===== src/clqc_pkg.sv =====
`timescale 1ns / 1ps
// shared types and constants for the capture level quality check
package clqc_pkg;

    localparam int SAMPLE_W      = 24;
    localparam int SQ_W          = 2 * SAMPLE_W;
    localparam int CNT_W         = 21;
    localparam int RATIO_W       = 32;
    localparam int RATIO_FRAC    = 8;
    localparam int SUM_W         = 64;
    localparam int CFG_IDX_W     = 3;
    localparam int CFG_DATA_W    = 32;
    localparam int MAX_SAMPLES   = 1048576;
    localparam int CNT_FIELD_MAX = (1 << CNT_W) - 1;
    localparam int QUEUE_DEPTH   = 2;
    localparam int MUL_W         = 32;
    localparam int RM_W          = RATIO_W + CNT_W;
    localparam int ACC_W         = 119;
    localparam int MUL_STEPS     = 7;
    localparam int STEP_W        = 3;

    localparam logic [CNT_W-1:0] COUNT_CAP =
        CNT_W'((MAX_SAMPLES < CNT_FIELD_MAX) ? MAX_SAMPLES : CNT_FIELD_MAX);
    localparam logic [RATIO_W-1:0] RATIO_ONE = RATIO_W'(1 << RATIO_FRAC);

    localparam logic [CFG_IDX_W-1:0] CFG_CLIP_THRESHOLD = 3'd0;
    localparam logic [CFG_IDX_W-1:0] CFG_SILENCE_FLOOR  = 3'd1;
    localparam logic [CFG_IDX_W-1:0] CFG_GOOD_PEAK_MIN  = 3'd2;
    localparam logic [CFG_IDX_W-1:0] CFG_SNR_RATIO_MIN  = 3'd3;
    localparam logic [CFG_IDX_W-1:0] CFG_PRE_COUNT      = 3'd4;

    localparam logic [SAMPLE_W-1:0] RST_CLIP_THRESHOLD = 24'd8388000;
    localparam logic [SAMPLE_W-1:0] RST_SILENCE_FLOOR  = 24'd8388;
    localparam logic [SAMPLE_W-1:0] RST_GOOD_PEAK_MIN  = 24'd838861;
    localparam logic [RATIO_W-1:0]  RST_SNR_RATIO_MIN  = 32'd256000;
    localparam logic [CNT_W-1:0]    RST_PRE_COUNT      = 21'd4800;

    typedef struct packed {
        logic [SAMPLE_W-1:0] clip_threshold;
        logic [SAMPLE_W-1:0] silence_floor;
        logic [SAMPLE_W-1:0] good_peak_min;
        logic [RATIO_W-1:0]  snr_ratio_min;
        logic [CNT_W-1:0]    pre_count;
    } t_cfg;

    typedef struct packed {
        logic [SAMPLE_W-1:0] peak;
        logic [CNT_W-1:0]    clip;
        logic [CNT_W-1:0]    total;
        logic [SUM_W-1:0]    noise_sum;
        logic [SUM_W-1:0]    signal_sum;
    } t_summary;

    typedef enum logic [2:0] {
        Q_OK        = 3'd0,
        Q_SILENT    = 3'd1,
        Q_CLIPPING  = 3'd2,
        Q_LEVEL_LOW = 3'd3,
        Q_LOW_SNR   = 3'd4
    } t_quality;

    typedef enum logic [1:0] {
        B_IDLE,
        B_MUL,
        B_DRAIN,
        B_DONE
    } t_back_state;

endpackage


===== src/clqc_queue.sv =====
`timescale 1ns / 1ps
// small fifo of capture summaries between front and back
module clqc_queue (
    input  logic               i_clk,
    input  logic               i_rst_n,
    input  logic               i_push,
    output logic               o_ready,
    input  clqc_pkg::t_summary i_data,
    output logic               o_valid,
    input  logic               i_pop,
    output clqc_pkg::t_summary o_data
);
    import clqc_pkg::*;

    localparam int PTR_W  = (QUEUE_DEPTH > 1) ? $clog2(QUEUE_DEPTH) : 1;
    localparam int FILL_W = $clog2(QUEUE_DEPTH + 1);
    localparam logic [PTR_W-1:0]  LAST_PTR = PTR_W'(QUEUE_DEPTH - 1);
    localparam logic [FILL_W-1:0] FULL_CNT = FILL_W'(QUEUE_DEPTH);

    t_summary          r_mem [QUEUE_DEPTH];
    logic [PTR_W-1:0]  r_wr_ptr;
    logic [PTR_W-1:0]  r_rd_ptr;
    logic [FILL_W-1:0] r_count;
    logic              w_wr;
    logic              w_rd;

    assign o_ready = r_count != FULL_CNT;
    assign o_valid = r_count != '0;
    assign w_wr    = i_push && o_ready;
    assign w_rd    = i_pop && o_valid;
    assign o_data  = r_mem[r_rd_ptr];

    always_ff @(posedge i_clk) begin
        if (!i_rst_n) begin
            r_wr_ptr <= '0;
            r_rd_ptr <= '0;
            r_count  <= '0;
        end else begin
            if (w_wr) begin
                r_wr_ptr <= (r_wr_ptr == LAST_PTR) ? '0 : r_wr_ptr + 1'b1;
            end
            if (w_rd) begin
                r_rd_ptr <= (r_rd_ptr == LAST_PTR) ? '0 : r_rd_ptr + 1'b1;
            end
            if (w_wr && !w_rd) begin
                r_count <= r_count + 1'b1;
            end else if (w_rd && !w_wr) begin
                r_count <= r_count - 1'b1;
            end
        end
    end

    always_ff @(posedge i_clk) begin
        if (w_wr) begin
            r_mem[r_wr_ptr] <= i_data;
        end
    end

    a_count_bound: assert property (@(posedge i_clk) disable iff (!i_rst_n)
        r_count <= FULL_CNT)
        else $error("summary queue fill beyond depth");

endmodule


===== config.mk =====
export PLATFORM = sky130hd
export DESIGN_NAME = clqc_queue
export DESIGN_NICKNAME = d
export VERILOG_FILES = /design/src/clqc_pkg.sv /design/src/clqc_queue.sv
export SDC_FILE = /design/constraint.sdc
export NUM_CORES = 1
export LEC_CHECK = 0
export BUFFER_PORTS_ARGS = -buffer_cell sky130_fd_sc_hd__buf_2
export CAP_MARGIN = 15
export CORE_ASPECT_RATIO = 1.1
export CORE_MARGIN = 1.5
export CORE_UTILIZATION = 53
export CTS_BUF_LIST = sky130_fd_sc_hd__clkbuf_16
export CTS_CLUSTER_DIAMETER = 40
export DETAILED_ROUTE_END_ITERATION = 10
export HOLD_SLACK_MARGIN = 0.08
export PLACE_DENSITY = 0.8
export SKIP_LAST_GASP = 1
export SYNTH_ARGS = -nofsm -noshare
export SYNTH_HDL_FRONTEND = slang
export SYNTH_SLANG_ARGS = --single-unit

===== constraint.sdc =====
create_clock -name i_clk -period 6.4 [get_ports i_clk]
set_input_delay 0.32 -clock i_clk [delete_from_list [all_inputs] [get_ports i_clk]]
set_output_delay 0.32 -clock i_clk [all_outputs]
set_load 0.01 [all_outputs]

# After elaboration in Yosys (flattened, before gate mapping)
# Memories as Yosys holds them, arrays and structs flattened. A register that Yosys moved wholly into a read port is not among the register bits.
# Index checks and enable logic that the tools add are counted.
# word_totals
ff_bits	4
ram_bits	388
in_bits	198
word_cells	25
n_memories	1
# classes
n_addsub	4
n_eq_ne	1
muxes	8
n_reduce_logical	8
# memory_table
memory	words	width	read_ports	rd_ports_with_merged_regs	wr	line_no	text
r_mem	2	194	1	1	1	clqc_queue.sv:20	t_summary r_mem [QUEUE_DEPTH];
# ops
operator	n
$mux W1	6
$logic_and A1 B1 Y1	4
$mux W2	2
$reduce_bool A2 Y1	2
$add A1 B1 Y1 const B	2
$add A2 B1 Y2 const B	1
$logic_not A1 Y1	2
$ne A2 B2 Y1 const B	1
$sub A2 B1 Y2 const B	1

# Depth between registers and ports, before layout
# Gate-level depths: netlist of run 1.
# depth
depth_word	6
depth_mapped	6
mapped_depth_nobuf	6

# Least setup slack after synthesis of run 1
# No wires, ideal clock.
# synth_path
path_kind	register to register
start	register r_count[0]
end	memory r_mem[1][0] (netlist name), enable pin
setup_ps	579
t_arrival_ps	5049
path_slack_ps	772
stages_incl_launch_ff	3
n_path_buf	0
synth_period_minus_slack_ps	5628
path_cell_list	dfxtp_1 > nand2b_4 > and3_1
# synth_between
elab_chain_cells	4
# synth_rtl
item	line_no	text
start: declaration	clqc_queue.sv:23	logic [FILL_W-1:0] r_count;
start signal: assignment	clqc_queue.sv:46	r_count <= r_count + 1'b1;
start signal: assignment	clqc_queue.sv:48	r_count <= r_count - 1'b1;
$ne A2 B2 Y1	clqc_queue.sv:27	assign o_ready = r_count != FULL_CNT;
via o_ready	clqc_queue.sv:7	output logic o_ready,
$logic_and A1 B1 Y1	clqc_queue.sv:29	assign w_wr = i_push && o_ready;
$mux W1	clqc_queue.sv:54	if (w_wr) begin
$mux W1 (not written as such)	clqc_queue.sv:55	r_mem[r_wr_ptr] <= i_data;
end: declaration	clqc_queue.sv:20	
# The timed path passes the listed nets, and every way through them passes these cells.

==> flow_summary.ini, run 1 <==
[outcome]
outcome = completed

[global_routing]
grt_antenna_before_repair = 4
gr_overflow_total = 0
grt.total_usage_pct = 23.0
wire_length_of_the_first_global_routing_pass_um = 50000
first_global_vias = 8801
grt_start_max_net_pins = 103

[job]
max-cap-violations = 0

[sta]
timing.hold.ws_ns = 0.134
hold_violations = 0
finalCriticalPeriod_ns = 3.19
final_max_slew_viol_count = 0
finalWorstSetupSlack_ns = 3.21
final_min_period_over_clock_period_pct = 49.9
grt_setup_unrepaired = false
max_slew_margin_pct = 26.5
fin_worst_skew_ns = 0.0157
worst_pin_slew_ns = 1.10
final-setup-viol-count = 0
fmax_ghz = 0.313
fin_setup_tns_ns = 0

[routing]
drt-vias-per-instance = 5.05
drt-pass1-iter-count = 5
wirelength_um = 34300
drt_iter0_drc = 534
drt-wirelength-per-cell_um = 20.8
num_vias = 8306
antenna_left = 0
post-route-drc-count = 0

[power]
power-per-cell-area_mw_per_mm2 = 380
leakage_nw = 8.11
post-layout-total-power_mw = 7.83
vdd_drop_max_mv = 0.343

[placed_design]
placement.io_buffers = 393
post-place-ws_ns = 3.76
finalWeightedCongestion = 0.755
hpwl_um = 19100

[synth]
synth_top_family_by_area = multiplexers
syn_area_mm2 = 0.0149
average_instance_area_after_synthesis_um2 = 23.7
post-synth-top-area-fraction_pct = 78.1
ys.warnings.count = 0
synth_xor_xnor_area_share_pct = 0.176
synth.lib_cells_used.distinct = 22
netlist_instances = 628
synth-seq-area-share_pct = 78.8
synth_compound_area_share_pct = 0.235
post_synth_mux_area_share_pct = 18.7
ys_ff_latch = 393
synth_adder_area_share_pct = 0.0839
synth_fp_nets = 827
post_synth_and_or_nand_nor_area_fraction_pct = 0.436
yosys-top-cells-area = edfxtp_1 (78%), mux2_4 (16%), mux2_2 (2.6%), buf_6 (1.4%), dfxtp_1 (0.67%)
synth.largest_area_cell = edfxtp_1

[clock_tree]
cts.reportedPaths.clkPinSlew_ns = 0.06
clk_path_buf_depth = 3
postCtsSetupBuffers = 0
cts_buffers = 43
root_buffer = clkbuf_16
cts.sinks = 393
insertion_delay_ns = 0.52
ctsHtreeMaxLevel = 2
cts_tree = yes
post_cts_resized = 0

[setup_path]
critPathLaunchType = register
slowest_stage = buf_4
worstSetupEndpointType = output pin
timing.critical_path.cells = buf_4, mux2_2, buf_2
critical_path_class = reg2out
arrival_ns = 2.87
critical_path_required_ns = 6.08
critical-path-max-stage-delay_ns = 0.97
largest_fanout_of_any_net_on_the_critical_path = 59

[worst_hold_path]
worstHoldPathType = in2reg

[cells_and_area]
layout_common_cells = buf_2 (393), edfxtp_1 (388), dlygate4sd3_1 (195), mux2_4 (160), clkbuf_16 (45)
layout-drive-gt1-share_pct = 51.9
final_net_count = 1445
areaGrowthSynthToFinish_pct = 38.0
layout_commonest_cell = buf_2

[floorplan]
ios = 394
core-area_mm2 = 0.0277
start_util_pct = 53.8
die_area_mm2 = 0.0292
chipWidth_um = 163
placement_rows = 64
dieHeight_um = 179
## logic make-up (layout without fill, tap and decap cells)
group | after synthesis | after routing
xor+xnor | 3 | 3
mux | 194 | 194
buf+inv | 23 | 674
flops | 393 | 393
compound gates | 5 | 5
fa+ha+maj | 1 | 1
simple gates | 9 | 9
other cells | 0 | 4
## cell usage after synthesis (all sizes together)
cell type  number
or2             1
mux2          194
and3            1
nand2b          1
ha              1
inv             1
a21bo           1
or3             1
o21ai           2
edfxtp        388
xnor2           2
a21boi          2
dfxtp           5
and2            4
xor2            1
buf            22
nand3b          1
## final timing paths
| kind | to | cells past startpoint | slack (ns) | from |
|---|---|---|---|---|
| worst max-delay path | o_data[182] | 3 | 3.21 | register |
| worst max register to register | r_mem[1][15] | 3 | 3.84 | r_count[0] |
| worst min register to register | r_count[1] | 2 | 0.55 | r_count[1] |
| worst min-delay path | r_wr_ptr | 3 | 0.13 | i_push |
## area by class of cell
| class | count | area [um2] |
|---|---|---|
| Sequential cell | 393 | 11800 |
| Fill cell | 1589 | 7130 |
| Timing Repair Buffer | 595 | 3980 |
| Multi-Input combinational cell | 212 | 2930 |
| Clock buffer | 45 | 1130 |
| Tap cell | 363 | 454 |
| Clock inverter | 33 | 304 |
| Inverter | 1 | 11.3 |
| Antenna cell | 4 | 10.0 |
## metal layers
metal | up-vias | GRT usage [%] | wire [um]
li1 | 3761 | - | -
met1 | 4093 | 26.5 | 12600
met2 | 389 | 42.1 | 18200
met3 | 63 | 5.62 | 2670
met4 | 0 | 7.68 | 874
met5 | - | 0 | 0
## what timing repair did
action | 4_1_cts | 5_1_grt
hold buffers | 195 | 0
hold endpoints to repair | 392 | 0
endpoints found under the setup margin | 0 | 0
## metrics by stage
stage / instances / area, um2 / utilization [%]
2_1_floorplan: 628 / 14900 / -
3_3_place_gp: 1369 / 17200 / 62.0
3_5_place_dp: 1369 / 17200 / 62.0
4_1_cts: 1642 / 20600 / 74.2
5_1_grt: 1646 / 20600 / 74.3
6_report: 1646 / 20600 / 74.3
## registers in the layout, summed over array words and instances, names as in the netlist, named ones only
register / flops
r_wr_ptr: 1
r_rd_ptr: 1
r_count: 2
r_mem: 388
## power breakdown
part           total [mW]  switching [mW]  internal (mW)
Clock                2.46           0.981           1.48
Combinational        2.01           0.979           1.03
Sequential           3.36           0.134           3.22
## critical path, delay by kind of cell, from the launching register on
kind,cells,cell delay (ns)
buffers and inverters,2,1.12
DFF,1,0.74
muxes,1,0.44
Note: power is estimated with default switching activity, not from simulation.
==> inputs of run 2 (changes only) <==
==> constraint.sdc (replaced) <==
create_clock -name i_clk -period 3.26 [get_ports i_clk]
set_input_delay 0.163 -clock i_clk [delete_from_list [all_inputs] [get_ports i_clk]]
set_output_delay 0.163 -clock i_clk [all_outputs]
set_load 0.01 [all_outputs]
==> run 2 against run 1 <==
Cell area increased by 0.81%. Clock skew decreased by 0.0036 ns. Register-to-register slack got worse by 2.6 ns. Global-route usage decreased by 0.75 points. Clock power increased by 110%. Critical endpoint is now o_data[178]. Critical path type unchanged. Non-clock buffer count increased by 3. Die area unchanged.
==> flow_summary.ini, run 2 (synthesis gave the netlist of run 1 again) <==
[outcome]
outcome = completed

[routing]
detailroute.wirelength.met2_um = 18300
route.top_layer_used = met4
met3RoutedLength_um = 2530
post-route-drc-count = 0
wirelength_um = 33900
drt-vias-per-instance = 5.04
wirelength_met1_um = 11600
drt_iter0_drc = 410
drt-wirelength-per-cell_um = 20.5
antenna_left = 0
num_vias = 8310
drt-pass1-iter-count = 5

[floorplan]
ios = 394
start_util_pct = 53.8
die_area_mm2 = 0.0292
dieHeight_um = 179
placement_rows = 64
core-area_mm2 = 0.0277
chipWidth_um = 163

[cells_and_area]
max_reg_flops = 388
areaGrowthSynthToFinish_pct = 39.1
reg.largest.list = r_mem (388), r_count (2)
fillers = 1532
largest_register = r_mem
layout_commonest_cell = buf_2
final_net_count = 1448
layout-drive-gt1-share_pct = 52.7
layout_common_cells = buf_2 (393), edfxtp_1 (388), dlygate4sd3_1 (196), mux2_4 (160), clkbuf_16 (45)

[power]
power-per-cell-area_mw_per_mm2 = 754
post-layout-total-power_mw = 15.6
vdd_drop_max_mv = 0.832
leakage_nw = 8.16

[setup_path]
slowest_stage = buf_12
critical-path-max-stage-delay_ns = 0.46
critical_path_required_ns = 3.10
timing.critical_path.cells = buf_12, mux2_2, buf_2
worstSetupEndpointType = output pin
critical_path_class = reg2out
critPathLaunchType = register
largest_fanout_of_any_net_on_the_critical_path = 97
arrival_ns = 2.09

[clock_tree]
cts_tree = yes
postCtsSetupBuffers = 0
cts.hold.buffers_added = 196
cts.sinks = 393
insertion_delay_ns = 0.51
cts.reportedPaths.clkPinSlew_ns = 0.06
ctsHtreeMaxLevel = 2
clk_path_buf_depth = 3
cts_buffers = 43
post_cts_resized = 0
root_buffer = clkbuf_16

[sta]
grt_setup_unrepaired = false
fmax_ghz = 0.444
finalCriticalPeriod_ns = 2.25
final_max_slew_viol_count = 0
fin_worst_skew_ns = 0.0121
final-setup-viol-count = 0
timing.hold.ws_ns = 0.139
final_min_period_over_clock_period_pct = 69.2
max_slew_margin_pct = 47.1
worst_pin_slew_ns = 0.794
hold_violations = 0

[job]
max-cap-violations = 0

[global_routing]
gr_overflow_total = 0
first_global_vias = 8950
grt_antenna_before_repair = 3
grt_start_max_net_pins = 101
grt.total_usage_pct = 22.3
wire_length_of_the_first_global_routing_pass_um = 48500

[worst_hold_path]
worstHoldPathType = in2reg

[placed_design]
hpwl_um = 19000
placement.io_buffers = 393
finalWeightedCongestion = 0.768
==> run 2: cell types whose count changed in the layout (fill, tap and decap cells not counted), moves of 2 or more <==
cell / delta
inv_1: -5
inv_6: +3
buf_4: -3
clkinv_1: -3
clkinvlp_4: +3
clkinv_2: +2
buf_12: +5
bufinv_16: +2
==> run 2: worst max-delay path: cells and delay by family (launching register included) <==
family	cells	cell delay (ns)
buffers and inverters	2	0.62
multiplexers	1	0.42
flip-flops	1	0.37
==> run 2: power by group <==
group / total (mW) / internal, mW / switching [mW]
logic: 4.07 / 2.05 / 2.02
clock network: 5.07 / 3.10 / 1.98
registers: 6.51 / 6.32 / 0.190
==> run 2: cell type report <==
type                       instances  area [um2]  area share, %
clock inverter                    34         388           1.87
tap                              363         454           2.19
multi-input combinational        212        2930           14.1
inverter                           1        7.51         0.0362
antenna                            3        7.51         0.0362
clock buffer                      45        1130           5.43
timing repair buffer             598        4070           19.6
sequential                       393       11800           56.7
==> run 2: layer usage <==
layer | track usage, % | up-vias
li1 | - | 3761
met4 | 10.4 | 0
met3 | 6.08 | 85
met1 | 23.5 | 4094
met2 | 41.2 | 370
met5 | 0 | -
==> run 2: worst paths after layout <==
check	end	startpoint	depth (start not counted)	slack (ns)
worst min register to register	r_count[1]	r_count[1]	2	0.56
worst max-delay path	o_data[178]	register	3	1.01
worst max register to register	r_mem[1][12]	r_count[0]	3	1.24
worst min-delay path	r_rd_ptr	i_pop	4	0.14
==> run 2: metrics by stage <==
step	cells	setup TNS, ns	worst slack, ns	utilization, %	cell area, um2
floorplan	628	-144.36	-0.655	-	14900
global placement	1371	0	1.30	62.3	17300
detailed placement	1371	0	1.26	62.3	17300
CTS	1646	0	1.01	74.8	20700
global route	1648	0	0.943	74.8	20700
finish	1649	0	1.01	74.9	20700
