<file path="src/clqc_pkg.sv">
`timescale 1ns / 1ps
// shared types and constants for the capture level quality check
package clqc_pkg;

    localparam int SAMPLE_W      = 24;
    localparam int SQ_W          = 2 * SAMPLE_W;
    localparam int CNT_W         = 21;
    localparam int RATIO_W       = 32;
    localparam int RATIO_FRAC    = 8;
    localparam int SUM_W         = 64;
    localparam int CFG_IDX_W     = 3;
    localparam int CFG_DATA_W    = 32;
    localparam int MAX_SAMPLES   = 1048576;
    localparam int CNT_FIELD_MAX = (1 << CNT_W) - 1;
    localparam int QUEUE_DEPTH   = 2;
    localparam int MUL_W         = 32;
    localparam int RM_W          = RATIO_W + CNT_W;
    localparam int ACC_W         = 119;
    localparam int MUL_STEPS     = 7;
    localparam int STEP_W        = 3;

    localparam logic [CNT_W-1:0] COUNT_CAP =
        CNT_W'((MAX_SAMPLES < CNT_FIELD_MAX) ? MAX_SAMPLES : CNT_FIELD_MAX);
    localparam logic [RATIO_W-1:0] RATIO_ONE = RATIO_W'(1 << RATIO_FRAC);

    localparam logic [CFG_IDX_W-1:0] CFG_CLIP_THRESHOLD = 3'd0;
    localparam logic [CFG_IDX_W-1:0] CFG_SILENCE_FLOOR  = 3'd1;
    localparam logic [CFG_IDX_W-1:0] CFG_GOOD_PEAK_MIN  = 3'd2;
    localparam logic [CFG_IDX_W-1:0] CFG_SNR_RATIO_MIN  = 3'd3;
    localparam logic [CFG_IDX_W-1:0] CFG_PRE_COUNT      = 3'd4;

    localparam logic [SAMPLE_W-1:0] RST_CLIP_THRESHOLD = 24'd8388000;
    localparam logic [SAMPLE_W-1:0] RST_SILENCE_FLOOR  = 24'd8388;
    localparam logic [SAMPLE_W-1:0] RST_GOOD_PEAK_MIN  = 24'd838861;
    localparam logic [RATIO_W-1:0]  RST_SNR_RATIO_MIN  = 32'd256000;
    localparam logic [CNT_W-1:0]    RST_PRE_COUNT      = 21'd4800;

    typedef struct packed {
        logic [SAMPLE_W-1:0] clip_threshold;
        logic [SAMPLE_W-1:0] silence_floor;
        logic [SAMPLE_W-1:0] good_peak_min;
        logic [RATIO_W-1:0]  snr_ratio_min;
        logic [CNT_W-1:0]    pre_count;
    } t_cfg;

    typedef struct packed {
        logic [SAMPLE_W-1:0] peak;
        logic [CNT_W-1:0]    clip;
        logic [CNT_W-1:0]    total;
        logic [SUM_W-1:0]    noise_sum;
        logic [SUM_W-1:0]    signal_sum;
    } t_summary;

    typedef enum logic [2:0] {
        Q_OK        = 3'd0,
        Q_SILENT    = 3'd1,
        Q_CLIPPING  = 3'd2,
        Q_LEVEL_LOW = 3'd3,
        Q_LOW_SNR   = 3'd4
    } t_quality;

    typedef enum logic [1:0] {
        B_IDLE,
        B_MUL,
        B_DRAIN,
        B_DONE
    } t_back_state;

endpackage

</file>
<file path="src/clqc_back.sv">
`timescale 1ns / 1ps
// back end: snr cross-multiply on a shared 32x32 multiplier and quality decision
module clqc_back (
    input  logic                             i_clk,
    input  logic                             i_rst_n,
    input  clqc_pkg::t_cfg                   i_cfg,
    input  logic                             i_rec_valid,
    output logic                             o_pop,
    input  clqc_pkg::t_summary               i_rec,
    output logic                             o_out_valid,
    input  logic                             i_out_ready,
    output logic [clqc_pkg::SAMPLE_W-1:0]    o_peak_level,
    output logic [clqc_pkg::CNT_W-1:0]       o_clipped_count,
    output clqc_pkg::t_quality               o_quality,
    output logic [clqc_pkg::CNT_W-1:0]       o_sample_total
);
    import clqc_pkg::*;

    // multiplier schedule: ratio*m first, then signal*n*256, then noise*ratio*m
    localparam logic [STEP_W-1:0] STEP_RM     = 3'd0;
    localparam logic [STEP_W-1:0] STEP_SIG_LO = 3'd1;
    localparam logic [STEP_W-1:0] STEP_SIG_HI = 3'd2;
    localparam logic [STEP_W-1:0] STEP_NZ_LL  = 3'd3;
    localparam logic [STEP_W-1:0] STEP_NZ_LH  = 3'd4;
    localparam logic [STEP_W-1:0] STEP_NZ_HL  = 3'd5;
    localparam logic [STEP_W-1:0] STEP_NZ_HH  = 3'd6;
    localparam logic [STEP_W-1:0] STEP_END    = STEP_W'(MUL_STEPS - 1);

    t_back_state         r_state;
    t_back_state         n_state;
    logic [STEP_W-1:0]   r_step;
    t_summary            r_rec;
    logic [CNT_W-1:0]    r_n;
    logic [CNT_W-1:0]    r_m;
    logic                r_zero;
    logic [RM_W-1:0]     r_rm;
    logic [2*MUL_W-1:0]  r_prod;
    logic [STEP_W-1:0]   r_prod_step;
    logic                r_prod_valid;
    logic [ACC_W-1:0]    r_acc;
    logic [ACC_W-1:0]    n_acc;
    logic                r_out_valid;
    logic [SAMPLE_W-1:0] r_out_peak;
    logic [CNT_W-1:0]    r_out_clip;
    t_quality            r_out_quality;
    logic [CNT_W-1:0]    r_out_total;

    logic                w_load_out;
    logic [CNT_W-1:0]    w_n;
    logic [CNT_W-1:0]    w_m;
    logic [MUL_W-1:0]    w_a;
    logic [MUL_W-1:0]    w_b;
    logic [MUL_W-1:0]    w_n8;
    logic [ACC_W-1:0]    w_term;
    logic                w_snr_low;
    t_quality            w_quality;

    assign w_n  = (i_cfg.pre_count < i_rec.total) ? i_cfg.pre_count : i_rec.total;
    assign w_m  = i_rec.total - w_n;
    assign w_n8 = MUL_W'({r_n, {RATIO_FRAC{1'b0}}});

    always_comb begin
        n_state    = r_state;
        o_pop      = 1'b0;
        w_load_out = 1'b0;
        case (r_state)
            B_IDLE: begin
                if (i_rec_valid) begin
                    o_pop   = 1'b1;
                    n_state = B_MUL;
                end
            end
            B_MUL: begin
                if (r_step == STEP_END) begin
                    n_state = B_DRAIN;
                end
            end
            B_DRAIN: begin
                n_state = B_DONE;
            end
            B_DONE: begin
                if (!r_out_valid || i_out_ready) begin
                    w_load_out = 1'b1;
                    n_state    = B_IDLE;
                end
            end
            default: begin
                n_state = B_IDLE;
            end
        endcase
    end

    always_comb begin
        case (r_step)
            STEP_RM: begin
                w_a = i_cfg.snr_ratio_min;
                w_b = MUL_W'(r_m);
            end
            STEP_SIG_LO: begin
                w_a = r_rec.signal_sum[MUL_W-1:0];
                w_b = w_n8;
            end
            STEP_SIG_HI: begin
                w_a = r_rec.signal_sum[SUM_W-1:MUL_W];
                w_b = w_n8;
            end
            STEP_NZ_LL: begin
                w_a = r_rec.noise_sum[MUL_W-1:0];
                w_b = r_rm[MUL_W-1:0];
            end
            STEP_NZ_LH: begin
                w_a = r_rec.noise_sum[MUL_W-1:0];
                w_b = MUL_W'(r_rm[RM_W-1:MUL_W]);
            end
            STEP_NZ_HL: begin
                w_a = r_rec.noise_sum[SUM_W-1:MUL_W];
                w_b = r_rm[MUL_W-1:0];
            end
            STEP_NZ_HH: begin
                w_a = r_rec.noise_sum[SUM_W-1:MUL_W];
                w_b = MUL_W'(r_rm[RM_W-1:MUL_W]);
            end
            default: begin
                w_a = '0;
                w_b = '0;
            end
        endcase
    end

    always_comb begin
        case (r_prod_step)
            STEP_SIG_LO, STEP_NZ_LL: begin
                w_term = ACC_W'(r_prod);
            end
            STEP_SIG_HI, STEP_NZ_LH, STEP_NZ_HL: begin
                w_term = ACC_W'({r_prod, {MUL_W{1'b0}}});
            end
            STEP_NZ_HH: begin
                w_term = ACC_W'({r_prod, {(2*MUL_W){1'b0}}});
            end
            default: begin
                w_term = '0;
            end
        endcase
        n_acc = (r_prod_step >= STEP_NZ_LL) ? r_acc - w_term : r_acc + w_term;
    end

    // negative difference means signal*n*256 < noise*ratio*m
    assign w_snr_low = r_zero ? (i_cfg.snr_ratio_min > RATIO_ONE) : r_acc[ACC_W-1];

    always_comb begin
        if (r_rec.peak < i_cfg.silence_floor) begin
            w_quality = Q_SILENT;
        end else if (r_rec.clip != '0) begin
            w_quality = Q_CLIPPING;
        end else if (r_rec.peak < i_cfg.good_peak_min) begin
            w_quality = Q_LEVEL_LOW;
        end else if (w_snr_low) begin
            w_quality = Q_LOW_SNR;
        end else begin
            w_quality = Q_OK;
        end
    end

    always_ff @(posedge i_clk) begin
        if (!i_rst_n) begin
            r_state      <= B_IDLE;
            r_step       <= '0;
            r_prod_valid <= 1'b0;
            r_out_valid  <= 1'b0;
        end else begin
            r_state      <= n_state;
            r_prod_valid <= (r_state == B_MUL);
            if (o_pop) begin
                r_step <= '0;
            end else if (r_state == B_MUL) begin
                r_step <= r_step + 1'b1;
            end
            if (w_load_out) begin
                r_out_valid <= 1'b1;
            end else if (i_out_ready) begin
                r_out_valid <= 1'b0;
            end
        end
    end

    always_ff @(posedge i_clk) begin
        r_prod      <= w_a * w_b;
        r_prod_step <= r_step;
        if (o_pop) begin
            r_rec  <= i_rec;
            r_n    <= w_n;
            r_m    <= w_m;
            r_zero <= (w_n == '0) || (w_m == '0) ||
                      (i_rec.noise_sum == '0) || (i_rec.signal_sum == '0);
            r_acc  <= '0;
        end else if (r_prod_valid && r_prod_step != STEP_RM) begin
            r_acc <= n_acc;
        end
        if (r_prod_valid && r_prod_step == STEP_RM) begin
            r_rm <= r_prod[RM_W-1:0];
        end
        if (w_load_out) begin
            r_out_peak    <= r_rec.peak;
            r_out_clip    <= r_rec.clip;
            r_out_quality <= w_quality;
            r_out_total   <= r_rec.total;
        end
    end

    assign o_out_valid     = r_out_valid;
    assign o_peak_level    = r_out_peak;
    assign o_clipped_count = r_out_clip;
    assign o_quality       = r_out_quality;
    assign o_sample_total  = r_out_total;

    a_drain_to_done: assert property (@(posedge i_clk) disable iff (!i_rst_n)
        (r_state == B_DRAIN) |=> (r_state == B_DONE))
        else $error("back end left drain without finishing");

    a_out_from_done: assert property (@(posedge i_clk) disable iff (!i_rst_n)
        $rose(r_out_valid) |-> ($past(r_state) == B_DONE))
        else $error("result word raised outside done state");

endmodule

</file>
<file path="config.mk">
export PLATFORM = sky130hd
export DESIGN_NAME = clqc_back
export DESIGN_NICKNAME = d
export VERILOG_FILES = /design/src/clqc_pkg.sv /design/src/clqc_back.sv
export SDC_FILE = /design/constraint.sdc
export NUM_CORES = 2
export LEC_CHECK = 0
export BUFFER_PORTS_ARGS = -buffer_cell sky130_fd_sc_hd__buf_2
export CAP_MARGIN = 10
export CORE_UTILIZATION = 32
export CTS_BUF_LIST = sky130_fd_sc_hd__clkbuf_8 sky130_fd_sc_hd__clkbuf_16
export CTS_CLUSTER_SIZE = 10
export DETAILED_ROUTE_END_ITERATION = 12
export PLACE_DENSITY_LB_ADDON = 0.15
export SETUP_SLACK_MARGIN = 0.02
export SYNTH_ARGS = -nofsm -noshare
export SYNTH_HDL_FRONTEND = slang
export SYNTH_SLANG_ARGS = --single-unit
</file>
<file path="constraint.sdc">
create_clock -name i_clk -period 14.14 [get_ports i_clk]
set_input_delay 1.414 -clock i_clk [delete_from_list [all_inputs] [get_ports i_clk]]
set_output_delay 1.414 -clock i_clk [all_outputs]
set_load 0.05 [all_outputs]
</file>
======== Yosys cells after proc, flatten, opt, wreduce, memory -nomap -nowiden ========
Cells that the tools add are included.
storage, ports and cells
  input bits .............................. 323
  logic and storage cells ................. 96
  bits in latches ......................... 0
  bits in writable memories ............... 0
  ROM bits ................................ 0
  register bits ........................... 552
  memories ................................ 0
cells by class
  add/sub/neg operators ................... 4
  bitwise operators ....................... 1
  equal/unequal tests ..................... 18
  multiplexer cells ....................... 19
  multipliers ............................. 1
  shift-type cells ........................ 0
  order comparisons ....................... 5
  reductions and logical operators ........ 27
  divide/modulo/power cells ............... 0
operators with widths
  cell                                                 number
  one-hot mux 119 bit (3 select lines)                 1
  one-hot mux 32 bit (5 select lines)                  1
  logical NOT 64 bit                                   2
  one-hot mux 32 bit (4 select lines)                  1
  adder 119 bit                                        1
  two-way mux 119 bit                                  1
  subtractor 119 bit                                   1
  multiplier 32 x 32 -> 64 bit                         1
  less-than comparator 24 bit                          2
  logical NOT 21 bit                                   2
  > comparator 32 x 9 -> 1 bit, second input constant  1
  less-than comparator 21 bit                          1
  two-way mux 21 bit                                   1
  nonzero test 21 bit                                  1
  subtractor 21 bit                                    1
  equality test 3 bit, second input constant           6
  OR reduction 2 bit                                   7
  equality test 3 x 2 -> 1 bit, second input constant  4
  two-way mux 2 bit                                    5
  one-hot mux 2 bit (4 select lines)                   1
  two-way mux 1 bit                                    7
  equality test 3 x 1 -> 1 bit, second input constant  2
  logical NOT 3 bit                                    2
  != test 2 bit, second input constant                 3
  other kinds (14)                                     20

======== Longest topological paths before layout ========
  depth after elaboration ................. 7
  mapped depth ............................ 38

======== Least setup slack after synthesis ========
OpenSTA, ideal clock, no wires.
  path type ............................... input -> output
  from .................................... in i_rec_valid
  to ...................................... out o_pop
  stages .................................. 4
  setup slack ............................. 3.805 ns
  buffers on the path ..................... 2
  data arrival time ....................... 8.921 ns
  cell sequence ........................... nand2_1 inv_1 clkbuf_1 clkbuf_1
between the ends
  longest elaborated chain between the ends .. 2
ends and longest elaborated chain
  item                line             RTL
  start: declaration  clqc_back.sv:7   input logic i_rec_valid,
  two-way mux 1 bit   clqc_back.sv:68  if (i_rec_valid) begin
  two-way mux 1 bit   clqc_back.sv:66  case (r_state)
  end: declaration    clqc_back.sv:8   output logic o_pop,
Every way passes these cells.

======== Worst setup path in the final report ========
  from .................................... reg r_step[0]
  to ...................................... reg r_prod[63]
between the ends
  longest elaborated chain between the ends .. 4
  elaborated cells between the ends (all ways) .. 15
ends and longest elaborated chain
  item                                                                                        line              RTL
  start: declaration                                                                          clqc_back.sv:31   logic [STEP_W-1:0] r_step;
  start signal: assignment                                                                    clqc_back.sv:177  r_step <= r_step + 1'b1;
  equality test 3 bit, or another cell as far along                                           clqc_back.sv:94   case (r_step)
  OR reduction 2 bit (no source line)                                                         --
  one-hot mux 32 bit (5 select lines) or one-hot mux 32 bit (4 select lines) (tied branches)  clqc_back.sv:94
  multiplier 32 x 32 -> 64 bit *                                                              clqc_back.sv:188  r_prod <= w_a * w_b;
  end signal: assignment                                                                      clqc_back.sv:188
  end: declaration                                                                            clqc_back.sv:37   logic [2*MUL_W-1:0] r_prod;
Every way passes the cells marked *; elsewhere a longest branch is shown, timed or not.
A chain may end at the register's enable or synchronous reset.

==> reports/summary.txt <==
=====================================================================================
Number of global-route vias before repair                                       55300
Pin count of the biggest net entering global routing                               88
Final Skew                                                                    64.2 ps
Worst setup slack for register-to-register paths                              2950 ps
Utilization after layout                                                        36.0%
Final nets                                                                       9248
Register clock-pin slew on the reported worst setup and hold paths              60 ps
CTS resizes                                                                         0
Arrival time worst endpoint                                                  11760 ps
Area taken by multi-input logic gates                                    0.0461 sq mm
Yosys top cell area share                                                       27.3%
Top Ports                                                                         394
Worst reg2reg startpoint                                                 r_step[0]$_SDFFE_PP0P_
Library cell occupying the most area in the post-synthesis netlist       sky130_fd_sc_hd__fa_1
Slew Limit Headroom                                                             17.7%
Outcome                                                                  complete, no violations
Buffers from clock root to sink, at most                                            3
Startpoint class of the critical path                                       flip-flop
Detailed-router iteration count before antenna repair                               6
Core area                                                                 0.205 sq mm
Die height                                                                456 microns
Count of yosys warnings during synthesis                                            0
Residual antenna-violating net count after detailed routing                         0
Synthesized netlist cell count                                                   7344
Highest net fanout along the worst path                                            42
Maximum level of the CTS H-tree                                                     3
Setup repair bufs after CTS                                                         0
Mapped Nets                                                                      9042
Critical path start-end classification                                   flip-flop to flip-flop
First-pass GRT wire length                                                     368 mm
Synth Flop Type                                                          sky130_fd_sc_hd__edfxtp_1
Post-synth EDFFs                                                                  359
Delay contributed by the slowest stage of the critical path                    990 ps
Number of cell rows                                                               166
Gp weighted congestion                                                          0.911
Synthesized area per cell                                                  8.98 sq um
Detailed placement HPWL                                                        195 mm
Final hold violation count                                                          0
Number of distinct library cells after synthesis                                  111
Count of port buffers added during placement                                      369
Layout Cells excl Fill                                                          10300
Initial standard-cell utilization of the core                                   32.2%
Path class of the lowest-slack min-delay path                            flip-flop to flip-flop
Final period utilization                                                        79.1%
Clock sink count                                                                  552
Slowest stage cell on the critical path                                  sky130_fd_sc_hd__a221o_1
Ratio of cells with drive above 1 in the final layout                           9.98%
Commonest cells after routing, fill and taps aside                       1137 x sky130_fd_sc_hd__inv_1, 954 x sky130_fd_sc_hd__nand2_1, 898 x sky130_fd_sc_hd__fa_1
Worst path required time                                                     14720 ps
Kind of end point of the critical path                                      flip-flop
FF-to-FF End                                                             r_prod[63]$_DFF_P_
Post-synthesis to final-layout area growth                                      11.6%
DR iter-0 viols                                                                  4466
Most frequent standard cell in the layout excluding fill and tap cells   sky130_fd_sc_hd__inv_1
Async set-or-reset flop fraction in the synthesized netlist                        0%
Number of CTS-inserted buffers                                                     71
Final Routed Wirelength                                                        248 mm
Number of max-cap violations                                                        0
Period minus WS final                                                        11190 ps
DIE AREA                                                                  0.208 sq mm
Unrepaired setup endpoints after global routing                                    no
Sequential-to-total area share from yosys stat                                  22.2%
Filler Cell Count                                                               21000
Most used cell along the critical path                                   sky130_fd_sc_hd__fa_1
TritonCTS clock tree                                                            built
Total congestion overflow                                                           0
Cell area after synthesis                                                0.0659 sq mm
Flip-flop and latch area                                                 0.0146 sq mm
Post-DR wirelength/cell                                                  24.1 microns
# DRC                                                                               0
Number of slew-limit violations in the final report                                 0
Actual transition at the worst max-transition pin                             1230 ps
GR Util All Layers                                                              23.7%
Setup violations, final                                                             0
Cts hold-fix bufs                                                                   0
Cell types with the largest area share after synthesis                   sky130_fd_sc_hd__fa_1 27%, sky130_fd_sc_hd__edfxtp_1 16%, sky130_fd_sc_hd__ha_1 9.1%
Flops & latches, synth                                                            552
Max Fclk                                                                     89.4 MHz
Cell total after placement                                                      10200
Total via count in the routed design                                            54400
Critical Path Sink                                                       r_prod[63]$_DFF_P_
Initial antenna violation count                                                    11
Summed negative setup slack over all endpoints                                   0 ps
Worst R2R Path Depth                                                               31
Width of the die                                                          456 microns
Vias/cell                                                                        5.28
Clock latency on the worst-skew pair                                           680 ps
Clock root buffer                                                        sky130_fd_sc_hd__clkbuf_16
Launch point of the worst path                                           r_step[0]$_SDFFE_PP0P_
=====================================================================================
-- cell families (layout without fill, tap and decap cells) --
logic type | count (synthesis) | in the layout | synth area share (%)
other | 0 | 9 | 0
AOI/OAI and AO/OA | 1324 | 1324 | 13.4
muxes | 39 | 39 | 0.613
and+or+nand+nor | 2304 | 2304 | 15.5
DFF | 552 | 552 | 22.2
adders and majority gates | 1375 | 1375 | 36.3
xor gates and xnor gates | 243 | 243 | 3.23
buffers and inverters | 1507 | 1761 | 8.75
-- worst max-delay path: cells and delay by family, from the launching register on --
family / cells / cell delay (ps)
compound gates: 9 / 2960
flops: 1 / 360
xor+xnor: 1 / 200
fa+ha+maj: 10 / 4780
simple gates: 6 / 1940
buf+inv: 5 / 790
-- cells in the mapped netlist, types with 41 or more instances --
cell and number:
sky130_fd_sc_hd__nor2_1 778, sky130_fd_sc_hd__fa_1 898, sky130_fd_sc_hd__o21ai_0 212, sky130_fd_sc_hd__and2_1 41, sky130_fd_sc_hd__nor4_1 82, sky130_fd_sc_hd__a22oi_1 77, sky130_fd_sc_hd__nand4_1 94, sky130_fd_sc_hd__dfxtp_1 193
sky130_fd_sc_hd__ha_1 477, sky130_fd_sc_hd__nor3_1 73, sky130_fd_sc_hd__clkbuf_1 333, sky130_fd_sc_hd__a21o_1 166, sky130_fd_sc_hd__a22o_1 56, sky130_fd_sc_hd__nand2_1 955, sky130_fd_sc_hd__xor2_1 110, sky130_fd_sc_hd__xnor2_1 133
sky130_fd_sc_hd__a21oi_1 402, sky130_fd_sc_hd__edfxtp_1 359, sky130_fd_sc_hd__a221oi_1 55, sky130_fd_sc_hd__nand3_1 51, sky130_fd_sc_hd__a221o_1 49, sky130_fd_sc_hd__nor2b_1 47, sky130_fd_sc_hd__inv_1 1113
-- state kept, by name (all words and copies together), names as in the netlist, 21 cells and up --
signal / flops
o_clipped_count: 21
o_peak_level: 24
o_sample_total: 21
r_acc: 119
r_m: 21
r_n: 21
r_prod: 64
r_rec: 194
r_rm: 53
-- through the flow --
stage / setup WS [ps] / instance area [sq um] / hold WS [ps]
4_1_cts: 3050 / 73500 / 408
3_5_place_dp: 3150 / 71300 / 400
5_1_grt: 2570 / 73500 / 420
3_3_place_gp: 3160 / 71300 / 390
2_1_floorplan: 3800 / 65900 / 329
6_report: 2950 / 73600 / 408
-- area by class of cell --
type / count / share of cell area (%)
sequential: 552 / 19.9
timing repair buffer: 526 / 4.11
clock buffer: 76 / 2.52
tap: 2688 / 4.57
multi-input combinational: 5285 / 62.7
antenna: 9 / 0.0306
inverter: 1114 / 5.69
clock inverter: 45 / 0.497
-- worst min-delay path by stage --
stage,cells after the start,to,from,slack (ps)
CTS,0,r_prod_step[1]$_DFF_P_,r_step[1]$_SDFFE_PP0P_,410
global route,0,o_sample_total[14]$_DFFE_PP_,r_rec[142]$_DFFE_PP_,420
floorplan,0,r_prod_step[2]$_DFF_P_,r_step[2]$_SDFFE_PP0P_,330
finish,0,r_prod_step[1]$_DFF_P_,r_step[1]$_SDFFE_PP0P_,410
detailed placement,0,r_prod_step[1]$_DFF_P_,r_step[1]$_SDFFE_PP0P_,400
global placement,0,r_prod_step[1]$_DFF_P_,r_step[1]$_SDFFE_PP0P_,390
-- routing by layer --
metal  global-route usage [%]  wire length, microns
met5                        0                    20
met4                     6.40                  7360
met3                     2.94                 13600
met2                     39.5                117000
met1                     32.2                109000
Power is left out: the tool's default activity adds up to more than one toggle a clock period on the data nets, which glitch-free logic cannot reach.
